## src/rtl/core/skf_pkg.sv

```systemverilog
// Shared constants, register codes and saturation helper for the scalar Kalman filter.
// Used by skf_mul, skf_div and scalar_kalman_filter; depends on nothing.
`default_nettype none

package skf_pkg;

  localparam int DATA_W    = 32;
  localparam int GAIN_W    = 25;
  localparam int FRAC_W    = 24;
  localparam int MA_W      = 42;
  localparam int MB_W      = 33;
  localparam int PROD_W    = MA_W + MB_W;
  localparam int SH_W      = PROD_W - FRAC_W;
  localparam int MUL_CNT_W = 6;
  localparam int DEN_W     = DATA_W + 1;
  localparam int REM_W     = DATA_W + 2;
  localparam int DIV_STEPS = GAIN_W;
  localparam int DIV_CNT_W = 5;
  localparam int PADDR_W   = 4;
  localparam int PDATA_W   = 32;
  localparam int REG_IDX_W = 2;

  localparam logic [REG_IDX_W-1:0] REG_PROCESS_NOISE     = 2'd0;
  localparam logic [REG_IDX_W-1:0] REG_MEASUREMENT_NOISE = 2'd1;
  localparam logic [REG_IDX_W-1:0] REG_TRANSITION_GAIN   = 2'd2;
  localparam logic [REG_IDX_W-1:0] REG_OBSERVATION_GAIN  = 2'd3;

  localparam logic [DATA_W-1:0] RST_PROCESS_NOISE     = 32'd1678;
  localparam logic [DATA_W-1:0] RST_MEASUREMENT_NOISE = 32'd4529848;
  localparam logic [DATA_W-1:0] RST_TRANSITION_GAIN   = 32'd16777216;
  localparam logic [DATA_W-1:0] RST_OBSERVATION_GAIN  = 32'd16777216;
  localparam logic [DATA_W-1:0] RST_ESTIMATE          = 32'd65536;
  localparam logic [DATA_W-1:0] RST_COVARIANCE        = 32'd83886080;

  localparam logic [GAIN_W-1:0] ONE_Q24 = 25'd16777216;

  function automatic logic [DATA_W-1:0] sat32(input logic signed [SH_W-1:0] v);
    logic signed [SH_W-1:0] smax;
    logic signed [SH_W-1:0] smin;
    smax = {{(SH_W-DATA_W+1){1'b0}}, {(DATA_W-1){1'b1}}};
    smin = {{(SH_W-DATA_W+1){1'b1}}, {(DATA_W-1){1'b0}}};
    if (v > smax) begin
      return {1'b0, {(DATA_W-1){1'b1}}};
    end else if (v < smin) begin
      return {1'b1, {(DATA_W-1){1'b0}}};
    end
    return v[DATA_W-1:0];
  endfunction

endpackage

`default_nettype wire

```

## src/rtl/core/skf_mul.sv

```systemverilog
// Bit-serial signed shift-add multiplier, one multiplier bit per cycle.
// Depends on skf_pkg for operand and product widths.
`default_nettype none

module skf_mul import skf_pkg::*; (
  input  wire logic                     clk,
  input  wire logic                     rst,
  input  wire logic                     start,
  input  wire logic signed [MA_W-1:0]   mcand_in,
  input  wire logic signed [MB_W-1:0]   mplier_in,
  output logic                          done,
  output logic        [PROD_W-1:0]      prod
);

  logic                 busy;
  logic [MUL_CNT_W-1:0] cnt;
  logic [MA_W-1:0]      acc_hi;
  logic [MB_W-1:0]      acc_lo;
  logic [MA_W-1:0]      mcand;
  logic                 last;
  logic [MA_W-1:0]      addend;
  logic [MA_W:0]        sum;

  assign last   = (cnt == MUL_CNT_W'(MB_W - 1));
  assign addend = acc_lo[0] ? mcand : '0;

  // sign bit of the multiplier carries negative weight
  always_comb begin
    if (last) begin
      sum = {acc_hi[MA_W-1], acc_hi} - {addend[MA_W-1], addend};
    end else begin
      sum = {acc_hi[MA_W-1], acc_hi} + {addend[MA_W-1], addend};
    end
  end

  always_ff @(posedge clk) begin
    if (rst) begin
      busy <= 1'b0;
      done <= 1'b0;
      cnt  <= '0;
    end else begin
      done <= 1'b0;
      if (start) begin
        busy <= 1'b1;
        cnt  <= '0;
      end else if (busy) begin
        cnt <= cnt + MUL_CNT_W'(1);
        if (last) begin
          busy <= 1'b0;
          done <= 1'b1;
        end
      end
    end
  end

  always_ff @(posedge clk) begin
    if (start) begin
      acc_hi <= '0;
      acc_lo <= mplier_in;
      mcand  <= mcand_in;
    end else if (busy) begin
      acc_hi <= sum[MA_W:1];
      acc_lo <= {sum[0], acc_lo[MB_W-1:1]};
    end
  end

  assign prod = {acc_hi, acc_lo};

endmodule

`default_nettype wire

```

## src/rtl/core/skf_div.sv

```systemverilog
// Restoring divider for the gain, one quotient bit per cycle.
// Depends on skf_pkg; numerator never exceeds the divisor.
`default_nettype none

module skf_div import skf_pkg::*; (
  input  wire logic               clk,
  input  wire logic               rst,
  input  wire logic               start,
  input  wire logic [DATA_W-1:0]  num,
  input  wire logic [DEN_W-1:0]   den,
  output logic                    done,
  output logic      [GAIN_W-1:0]  quo
);

  logic                 busy;
  logic [DIV_CNT_W-1:0] cnt;
  logic [REM_W-1:0]     rem;
  logic [DEN_W-1:0]     dvs;
  logic [GAIN_W-1:0]    q;
  logic                 dz;
  logic                 last;
  logic                 ge;
  logic [REM_W-1:0]     diff;
  logic [REM_W-1:0]     rem_next;

  assign last     = (cnt == DIV_CNT_W'(DIV_STEPS - 1));
  assign ge       = (rem >= {1'b0, dvs});
  assign diff     = rem - {1'b0, dvs};
  assign rem_next = ge ? diff : rem;

  always_ff @(posedge clk) begin
    if (rst) begin
      busy <= 1'b0;
      done <= 1'b0;
      cnt  <= '0;
    end else begin
      done <= 1'b0;
      if (start) begin
        busy <= 1'b1;
        cnt  <= '0;
      end else if (busy) begin
        cnt <= cnt + DIV_CNT_W'(1);
        if (last) begin
          busy <= 1'b0;
          done <= 1'b1;
        end
      end
    end
  end

  always_ff @(posedge clk) begin
    if (start) begin
      rem <= {2'b00, num};
      dvs <= den;
      dz  <= (den == '0);
      q   <= '0;
    end else if (busy) begin
      rem <= {rem_next[REM_W-2:0], 1'b0};
      q   <= {q[GAIN_W-2:0], ge};
    end
  end

  // zero divisor yields zero gain
  assign quo = dz ? '0 : q;

endmodule

`default_nettype wire

```

## src/rtl/core/scalar_kalman_filter.sv

```systemverilog
// Top level of the scalar Kalman filter: APB register file, step sequencer, result register.
// Depends on skf_pkg, skf_mul and skf_div.
//
// One sample beat in, one result beat (estimate, gain) out. Each step runs four products
// through one bit-serial 33-step multiplier, with the 25-step gain division running beside
// the first of them. result_valid rises as the step leaves ST_FIN, and the next sample can
// be accepted in the cycle after; the four serial products set the length of a step. A
// stalled result holds the step in ST_FIN until the result register frees. sample_stall is
// high from acceptance until the step is finished; a waiting result does not block the next
// sample. Registers sit at byte addresses 0, 4, 8 and 12 (Q, R, A, H); the user must write
// them only while the filter is idle, and the block itself does not enforce this.
`default_nettype none

module scalar_kalman_filter import skf_pkg::*; (
  input  wire logic                clk,
  input  wire logic                rst,
  input  wire logic                psel,
  input  wire logic                penable,
  input  wire logic                pwrite,
  input  wire logic [PADDR_W-1:0]  paddr,
  input  wire logic [PDATA_W-1:0]  pwdata,
  output logic      [PDATA_W-1:0]  prdata,
  output logic                     pready,
  input  wire logic                sample_valid,
  output logic                     sample_stall,
  input  wire logic [DATA_W-1:0]   sample,
  output logic                     result_valid,
  input  wire logic                result_stall,
  output logic      [DATA_W-1:0]   estimate,
  output logic      [GAIN_W-1:0]   gain
);

  localparam int ST_W = 4;
  localparam logic [ST_W-1:0] ST_IDLE  = 4'd0;
  localparam logic [ST_W-1:0] ST_MS_AX = 4'd1;
  localparam logic [ST_W-1:0] ST_MW_AX = 4'd2;
  localparam logic [ST_W-1:0] ST_MS_HX = 4'd3;
  localparam logic [ST_W-1:0] ST_MW_HX = 4'd4;
  localparam logic [ST_W-1:0] ST_MS_GE = 4'd5;
  localparam logic [ST_W-1:0] ST_MW_GE = 4'd6;
  localparam logic [ST_W-1:0] ST_MS_PC = 4'd7;
  localparam logic [ST_W-1:0] ST_MW_PC = 4'd8;
  localparam logic [ST_W-1:0] ST_FIN   = 4'd9;

  logic [ST_W-1:0]   state;
  logic [DATA_W-1:0] process_noise;
  logic [DATA_W-1:0] measurement_noise;
  logic [DATA_W-1:0] transition_gain;
  logic [DATA_W-1:0] observation_gain;
  logic [DATA_W-1:0] estimate_reg;
  logic [DATA_W-1:0] covariance_reg;

  logic [DATA_W-1:0] sample_r;
  logic [DATA_W-1:0] pp;
  logic [DATA_W-1:0] xp;
  logic [MA_W-1:0]   innov;
  logic [DATA_W-1:0] est_upd;
  logic [DATA_W-1:0] cov_upd;

  logic              sample_acc;
  logic              cfg_wr;
  logic [DATA_W:0]   pp_sum;
  logic [DATA_W-1:0] pp_next;
  logic [DEN_W-1:0]  den;

  logic              mul_start;
  logic [MA_W-1:0]   mul_a;
  logic [MB_W-1:0]   mul_b;
  logic              mul_done;
  logic [PROD_W-1:0] mul_prod;
  logic [SH_W-1:0]   prod_sh;

  logic              div_start;
  logic              div_done;
  logic              div_seen;
  logic [GAIN_W-1:0] div_q;
  logic [GAIN_W-1:0] one_minus_g;
  logic [SH_W-1:0]   upd_sum;
  logic              out_free;

  assign pready       = 1'b1;
  assign cfg_wr       = psel & penable & pwrite & pready;
  assign sample_stall = (state != ST_IDLE);
  assign sample_acc   = sample_valid & ~sample_stall;
  assign out_free     = ~result_valid | ~result_stall;

  assign pp_sum  = {1'b0, covariance_reg} + {1'b0, process_noise};
  assign pp_next = pp_sum[DATA_W] ? {DATA_W{1'b1}} : pp_sum[DATA_W-1:0];
  assign den     = {1'b0, pp} + {1'b0, measurement_noise};

  assign mul_start   = (state == ST_MS_AX) | (state == ST_MS_HX) |
                       ((state == ST_MS_GE) & div_seen) | (state == ST_MS_PC);
  assign div_start   = (state == ST_MS_AX);
  assign one_minus_g = ONE_Q24 - div_q;
  assign prod_sh     = mul_prod[PROD_W-1:FRAC_W];
  assign upd_sum     = {{(SH_W-DATA_W){xp[DATA_W-1]}}, xp} + prod_sh;

  always_comb begin
    unique case (state)
      ST_MS_AX: begin
        mul_a = {{(MA_W-DATA_W){estimate_reg[DATA_W-1]}}, estimate_reg};
        mul_b = {{(MB_W-DATA_W){transition_gain[DATA_W-1]}}, transition_gain};
      end
      ST_MS_HX: begin
        mul_a = {{(MA_W-DATA_W){xp[DATA_W-1]}}, xp};
        mul_b = {{(MB_W-DATA_W){observation_gain[DATA_W-1]}}, observation_gain};
      end
      ST_MS_GE: begin
        mul_a = innov;
        mul_b = {{(MB_W-GAIN_W){1'b0}}, div_q};
      end
      ST_MS_PC: begin
        mul_a = {{(MA_W-DATA_W){1'b0}}, pp};
        mul_b = {{(MB_W-GAIN_W){1'b0}}, one_minus_g};
      end
      default: begin
        mul_a = '0;
        mul_b = '0;
      end
    endcase
  end

  skf_mul u_mul (
    .clk       (clk),
    .rst       (rst),
    .start     (mul_start),
    .mcand_in  (mul_a),
    .mplier_in (mul_b),
    .done      (mul_done),
    .prod      (mul_prod)
  );

  skf_div u_div (
    .clk   (clk),
    .rst   (rst),
    .start (div_start),
    .num   (pp),
    .den   (den),
    .done  (div_done),
    .quo   (div_q)
  );

  always_comb begin
    unique case (paddr[REG_IDX_W+1:2])
      REG_PROCESS_NOISE:     prdata = process_noise;
      REG_MEASUREMENT_NOISE: prdata = measurement_noise;
      REG_TRANSITION_GAIN:   prdata = transition_gain;
      REG_OBSERVATION_GAIN:  prdata = observation_gain;
      default:               prdata = '0;
    endcase
  end

  always_ff @(posedge clk) begin
    if (rst) begin
      process_noise     <= RST_PROCESS_NOISE;
      measurement_noise <= RST_MEASUREMENT_NOISE;
      transition_gain   <= RST_TRANSITION_GAIN;
      observation_gain  <= RST_OBSERVATION_GAIN;
    end else if (cfg_wr) begin
      unique case (paddr[REG_IDX_W+1:2])
        REG_PROCESS_NOISE:     process_noise     <= pwdata;
        REG_MEASUREMENT_NOISE: measurement_noise <= pwdata;
        REG_TRANSITION_GAIN:   transition_gain   <= pwdata;
        REG_OBSERVATION_GAIN:  observation_gain  <= pwdata;
        default: ;
      endcase
    end
  end

  always_ff @(posedge clk) begin
    if (rst) begin
      state          <= ST_IDLE;
      estimate_reg   <= RST_ESTIMATE;
      covariance_reg <= RST_COVARIANCE;
      result_valid   <= 1'b0;
    end else begin
      if ((state == ST_FIN) && out_free) begin
        result_valid <= 1'b1;
      end else if (result_valid & ~result_stall) begin
        result_valid <= 1'b0;
      end
      unique case (state)
        ST_IDLE:  if (sample_acc) state <= ST_MS_AX;
        ST_MS_AX: state <= ST_MW_AX;
        ST_MW_AX: if (mul_done) state <= ST_MS_HX;
        ST_MS_HX: state <= ST_MW_HX;
        ST_MW_HX: if (mul_done) state <= ST_MS_GE;
        ST_MS_GE: if (div_seen) state <= ST_MW_GE;
        ST_MW_GE: if (mul_done) state <= ST_MS_PC;
        ST_MS_PC: state <= ST_MW_PC;
        ST_MW_PC: if (mul_done) state <= ST_FIN;
        ST_FIN: begin
          if (out_free) begin
            estimate_reg   <= est_upd;
            covariance_reg <= cov_upd;
            state          <= ST_IDLE;
          end
        end
        default: state <= ST_IDLE;
      endcase
    end
  end

  always_ff @(posedge clk) begin
    if (sample_acc) begin
      sample_r <= sample;
      pp       <= pp_next;
    end
    if ((state == ST_MW_AX) && mul_done) begin
      xp <= sat32(prod_sh);
    end
    if ((state == ST_MW_HX) && mul_done) begin
      innov <= {{(MA_W-DATA_W){sample_r[DATA_W-1]}}, sample_r} - prod_sh[MA_W-1:0];
    end
    if ((state == ST_MW_GE) && mul_done) begin
      est_upd <= sat32(upd_sum);
    end
    if ((state == ST_MW_PC) && mul_done) begin
      cov_upd <= mul_prod[FRAC_W+DATA_W-1:FRAC_W];
    end
    if ((state == ST_FIN) && out_free) begin
      estimate <= est_upd;
      gain     <= div_q;
    end
  end

  // division always ends well before the gain is needed
  always_ff @(posedge clk) begin
    if (rst) begin
      div_seen <= 1'b0;
    end else if (div_start) begin
      div_seen <= 1'b0;
    end else if (div_done) begin
      div_seen <= 1'b1;
    end
  end

endmodule

`default_nettype wire

```

## config.mk

```make
export PLATFORM = sky130hd
export DESIGN_NAME = scalar_kalman_filter
export DESIGN_NICKNAME = d
export VERILOG_FILES = /design/src/rtl/core/skf_pkg.sv /design/src/rtl/core/skf_mul.sv /design/src/rtl/core/skf_div.sv /design/src/rtl/core/scalar_kalman_filter.sv
export SDC_FILE = /design/constraint.sdc
export NUM_CORES = 2
export LEC_CHECK = 0
export BUFFER_PORTS_ARGS = -buffer_cell sky130_fd_sc_hd__buf_2
export CORE_MARGIN = 2
export CORE_UTILIZATION = 40
export DETAILED_ROUTE_END_ITERATION = 8
export PLACE_DENSITY_LB_ADDON = 0.15
export SLEW_MARGIN = 20
export SYNTH_ARGS = -nofsm -noshare
export SYNTH_HDL_FRONTEND = slang
export SYNTH_SLANG_ARGS = --single-unit
export TNS_END_PERCENT = 20
```

## constraint.sdc

```tcl
create_clock -name clk -period 5.8 [get_ports clk]
set_input_delay 0.58 -clock clk [delete_from_list [all_inputs] [get_ports clk]]
set_output_delay 0.58 -clock clk [all_outputs]
set_load 0.05 [all_outputs]
```

**After elaboration in Yosys (flattened, before gate mapping)**

Cells that the tools add are included.

- Input bits: 75
- Register bits: 682
- Word-level logic and storage cells: 144

- Reductions and logical operators: 22
- Multiplexer cells: 41
- Eq/ne operators: 21
- $lt $le $gt $ge: 5
- Add/sub/neg operators: 10
- Bitwise logic cells: 14

Operators by type and width:

| cell | number |
|---|---|
| $mux 32 | 8 |
| $pmux 42 s4 | 1 |
| $pmux 33 s4 | 1 |
| $pmux 32 s4 | 1 |
| $gt 51x32->1 const B | 2 |
| $lt 51x32->1 const B | 2 |
| $mux 33 | 3 |
| $add 32x32->33 | 2 |
| $add 51x51->51 | 1 |
| $add 42x42->43 | 1 |
| $mux 43 | 1 |
| $sub 42x42->43 | 1 |
| $mux 42 | 1 |
| $sub 42x42->42 | 1 |
| $pmux 4 s10 | 1 |
| $ge 34x33->1 | 1 |
| $logic_not 33->1 | 1 |
| $sub 33x33->33 | 1 |
| $mux 4 | 7 |
| $mux 25 | 1 |
| $sub 25x25->25 const A | 1 |
| $eq 4x3->1 const B | 4 |
| $mux 1 | 16 |
| $reduce_and 2->1 | 5 |
| other kinds (22) | 49 |

**Logic depth before layout (Yosys ltp)**

- Depth in word-level cells: 6
- Gate-level depth with buffers: 26
- Mapped depth without buffers: 23

**Modules after synthesis**

A second synthesis with hierarchy kept.

- Cells, all modules: 4240
- Area, all modules: 40667.8 um^2

By module, submodules not included:

| module | cells each | times used | area each (um^2) |
|---|---|---|---|
| scalar_kalman_filter | 2708 | 1 | 26316.5 |
| skf_mul | 888 | 1 | 8209.1 |
| skf_div | 644 | 1 | 6142.1 |

**Worst setup path after synthesis**

No wires, ideal clock.

- Kind: register -> register
- From: register u_mul.acc_lo[0]
- To: register u_mul.acc_hi[22]
- Data required time: 5.643 ns
- Period minus slack after synthesis: 5.552 ns
- Arrival time: 5.395 ns
- Stages on the path, launching flop included: 26
- Buffers on the path: 5
- Setup slack: 0.248 ns
- Cells stage by stage: edfxtp_1 -> clkbuf_1 -> clkbuf_1 -> clkbuf_1 -> clkbuf_1 -> nand2_1 -> ha_1 -> nand3_1 -> a21oi_2 -> a31oi_1 -> or2_0 -> clkbuf_1 -> o211ai_1 -> ha_1 -> and2_1 -> nor3_1 -> nand2_1 -> o31ai_1 -> a21oi_1 -> or4_1 -> a41o_1 -> a21oi_1 -> o21ai_0 -> a21oi_1 -> xnor2_1 -> o22ai_1

- Word-level cells in the longest chain between the ends: 3
- Elaborated cells between the ends (all ways): 4
- Classes of those cells: add/sub: 2; mux: 2

Ends and longest elaborated chain:

| item | line | text |
|---|---|---|
| from (decl) | skf_mul.sv:18 | `logic [MB_W-1:0] acc_lo;` |
| from (signal assigned) | skf_mul.sv:59 | `acc_lo <= mplier_in;` |
| from (signal assigned) | skf_mul.sv:63 | `acc_lo <= {sum[0], acc_lo[MB_W-1:1]};` |
| $mux 42 * | skf_mul.sv:25 | `assign addend = acc_lo[0] ? mcand : '0;` |
| $add 42x42->43 / $sub 42x42->43 (equally long branches) | skf_mul.sv:32, skf_mul.sv:30 |  |
| $mux 43 * | skf_mul.sv:29 | `if (last) begin` |
| to (signal assigned) | skf_mul.sv:62 | `acc_hi <= sum[MA_W:1];` |
| to (decl) | skf_mul.sv:17 | `logic [MA_W-1:0] acc_hi;` |

Every way passes the cells marked *; elsewhere a longest branch is shown, timed or not.
A chain may end at the register's enable or synchronous reset.

**Final worst setup path**

- From: register u_mul.mcand[9]
- To: register u_mul.acc_hi[22]

- Word-level cells in the longest chain between the ends: 3
- Elaborated cells between the ends (all ways): 4
- Classes of those cells: add/sub: 2; mux: 2

Ends and longest elaborated chain:

| item | line | text |
|---|---|---|
| from (decl) | skf_mul.sv:19 | `logic [MA_W-1:0] mcand;` |
| from (signal assigned) | skf_mul.sv:60 | `mcand <= mcand_in;` |
| $mux 42 * | skf_mul.sv:25 |  |
| $add 42x42->43 / $sub 42x42->43 (equally long branches) | skf_mul.sv:32, skf_mul.sv:30 |  |
| $mux 43 * | skf_mul.sv:29 |  |

Marked as above.

==> results.toml <==
[run_status]
outcome = "finished clean"

[critical_path]
path_delay_family = "compound AO/OA/AOI/OAI gates"
cpPeakStageDelay_ns = 0.58
r2r-start = "u_mul.mcand[9]"
cp.required_ns = 6.31
start_kind = "register"
crit_path_end_kind = "register"
slowest_stage = "or4_1"
arrival_ns = 5.95
path_buf_inv = 2
crit_path_max_fanout = 8
r2r_cells = 23
crit_type = "reg -> reg"
r2r_end = "u_mul.acc_hi[22]"
crit_path_cell_trace = "or4_1, or4_1, o21ai_0, nand3_1, a21oi_2, a31oi_1, or2_0, buf_4, nand3_1, ha_1, buf_4, o21a_1, o21ai_1, a21oi_2, o31ai_4, a21oi_1, or4_1, a41o_1, a21oi_2, o21ai_0, a21oi_1, xnor2_1, o22ai_1"
ff2ff_setup_slack_ns = 0.37

[min_path]
holdPathEnd = "sample_r[15]"
hold_path_depth = 1
worstHoldStart = "sample[15]"
min_path_type = "in -> reg"

[routing]
drt-initial-drc-count = 2524
route.detailed.drc = 0
viasPerCell = 5.62
antenna_left = 0
wl_per_cell_um = 21.4
detail_route.first_pass.iterations = 8
routed_wl_um = 122000
vias = 32100

[grt]
grt_overflow = 0
grt_usage_pct = 23.6
grt_pass1_wl_um = 186000
grt_max_degree = 80
grt_pass1_vias = 30400
antenna_found_initial = 3

[cts]
cts_buffers = 82
cts.sinks = 682
clk_pin_slew_worst_paths_ns = 0.06
h-tree-depth = 3
insertion_delay_ns = 0.68
cts-root-buf = "clkbuf_16"
cts_buffer_depth = 3
cts_tree = "done"

[sta]
period_share_pct = 93.7
setup_violations = 0
setup_ws_ns = 0.366
grt_setup_unrepaired = "true"
hold_viol = 0
tightest_slew_ns = 1.07
slew-limit-headroom_pct = 28.7
skew_ns = 0.0329
fmax_ghz = 0.184
drv_slew = 0
period_needed_ns = 5.43

[floorplan]
core_area_um2 = 98000
die_h_um = 318
start_util_pct = 40.2
ios = 167
die-width_um = 318
die-area_um2 = 101000
rows = 115

[synthesis]
yosysWarningCount = 0
synth_async_sr_flop_share_pct = 0
avgSynthCellArea_um2 = 9.36
syn_nets = 4523
netlist_top_cells_count = "nand2_1 (751), a21oi_1 (404), edfxtp_1 (400), dfxtp_1 (282), nor2_1 (264)"
ys_types = 86
synth_cells = 4206
yosysMostFrequentCell = "nand2_1"
ys_seq_elements = 682
synth_area_leaders = "edfxtp_1 (31%), dfxtp_1 (14%), ha_1 (7.5%), nand2_1 (7.2%), a21oi_1 (5.1%)"
synth_top_area_cell = "edfxtp_1"
synth-edff-count = 400
ys.flop_type = "edfxtp_1"
ys_seq_area_share_pct = 44.8
synth.cell_area_um2 = 39400
synth_top_area_share_pct = 30.5

[power]
p_per_area_nw_per_um2 = 457
vdd_drop_max_v = 0.000228
leakagePower_nw = 17.7

[layout]
nFillCells = 9471
nNetsFinal = 4660
final_cell_area_um2 = 44600
drive_gt1_share_pct = 11.9
largest_reg_flops = 64
syn2layout_area_growth_pct = 13.3

[place]
gp_congestion = 0.902
numPortBuffers = 163
dp_slack_ns = 0.142
postPlaceCellArea_um2 = 41800
hpwl_um = 90400

[job]
drv_cap = 0
-- metal layers --
metal / vias to the layer above / share of wire (%) / track usage, %
met5: - / 0.0082 / 0
met1: 15500 / 48 / 34.7
met2: 859 / 44 / 36.7
li1: 15500 / - / -
met3: 135 / 5.4 / 2.90
met4: 2 / 2.1 / 6.30
-- kinds of logic after synthesis --
group,after synthesis,share of synthesized area (%)
DFF,682,44.8
other,1,0.00952
AOI/OAI and AO/OA,1110,18.2
buffers and inverters,369,3.62
adders and majority gates,242,7.80
and+or+nand+nor,1473,16.9
muxes,87,3.23
xor gates and xnor gates,242,5.38
-- stage by stage --
step / instances / setup TNS, ns / hold slack (ns) / util [%] / total power, W
after floorplan: 4206 / 0 / 0.411 / - / 0.0128
after global placement: 5545 / 0 / 0.427 / 42.7 / 0.0151
after detailed placement: 5545 / 0 / 0.430 / 42.7 / 0.0151
after CTS: 5699 / 0 / 0.0351 / 45.4 / 0.0204
after global routing: 5700 / -0.0198 / 0.0513 / 45.5 / 0.0217
final: 5701 / 0 / 0.0875 / 45.5 / 0.0204
-- what timing repair did --
item                       in CTS  in global routing
gates resized for setup         0                 12
hold buffers                    0                  0
setup endpoints to repair       0                  9
buffers inserted                0                  0
-- cells in the final DEF, fill, tap and decap left out, drive strengths merged, types with 13 or more instances in the layout --
master  count
o21ai     175
clkinv     27
and2       17
nand4      49
nor2b      57
mux2i      53
inv       166
nand3      68
edfxtp    400
a22oi      71
or3        28
clkbuf    120
nand2b     51
nand2     751
xnor2     146
nor3       53
o21bai     25
o21a       33
nor2      264
o211ai     21
a31oi      68
a211oi     27
and3       27
a21oi     407
ha        236
dfxtp     282
buf       260
xor2       96
or2        21
a222oi     26
nand3b     25
a211o      13
a21o      122
o31ai      27
nor4       22
mux4       32
-- power breakdown --
group / switching (W) / leakage, nW / internal, W / total [W]
registers: 0.000621 / 6.00 / 0.00609 / 0.00671
logic: 0.00511 / 10.4 / 0.00338 / 0.00849
clock network: 0.00224 / 1.33 / 0.00296 / 0.00520
-- how the worst max path moves through the flow --
stage	startpoint	end	slack (ns)	depth (start not counted)
2_1_floorplan	u_mul.acc_lo[0]	u_mul.acc_hi[22]	0.25	25
3_5_place_dp	u_mul.mcand[9]	u_mul.acc_hi[22]	0.14	23
6_report	u_mul.mcand[9]	u_mul.acc_hi[22]	0.37	23
4_1_cts	u_mul.mcand[9]	u_mul.acc_hi[22]	0.09	23
3_3_place_gp	u_mul.mcand[9]	u_mul.acc_hi[22]	0.19	23
5_1_grt	u_mul.mcand[9]	u_mul.acc_hi[41]	-0.02	23
-- final cells by class --
type                            count  area [um^2]  area share, %
Tap cell                         1287         1610           3.61
Multi-Input combinational cell   3155        20400           45.8
Clock buffer                      119         2360           5.28
Antenna cell                        1         2.50        0.00561
Timing Repair Buffer              261         1580           3.55
Clock inverter                     35          359          0.805
Inverter                          161          612           1.37
Sequential cell                   682        17700           39.6
Power figures use the tool's default switching activity.
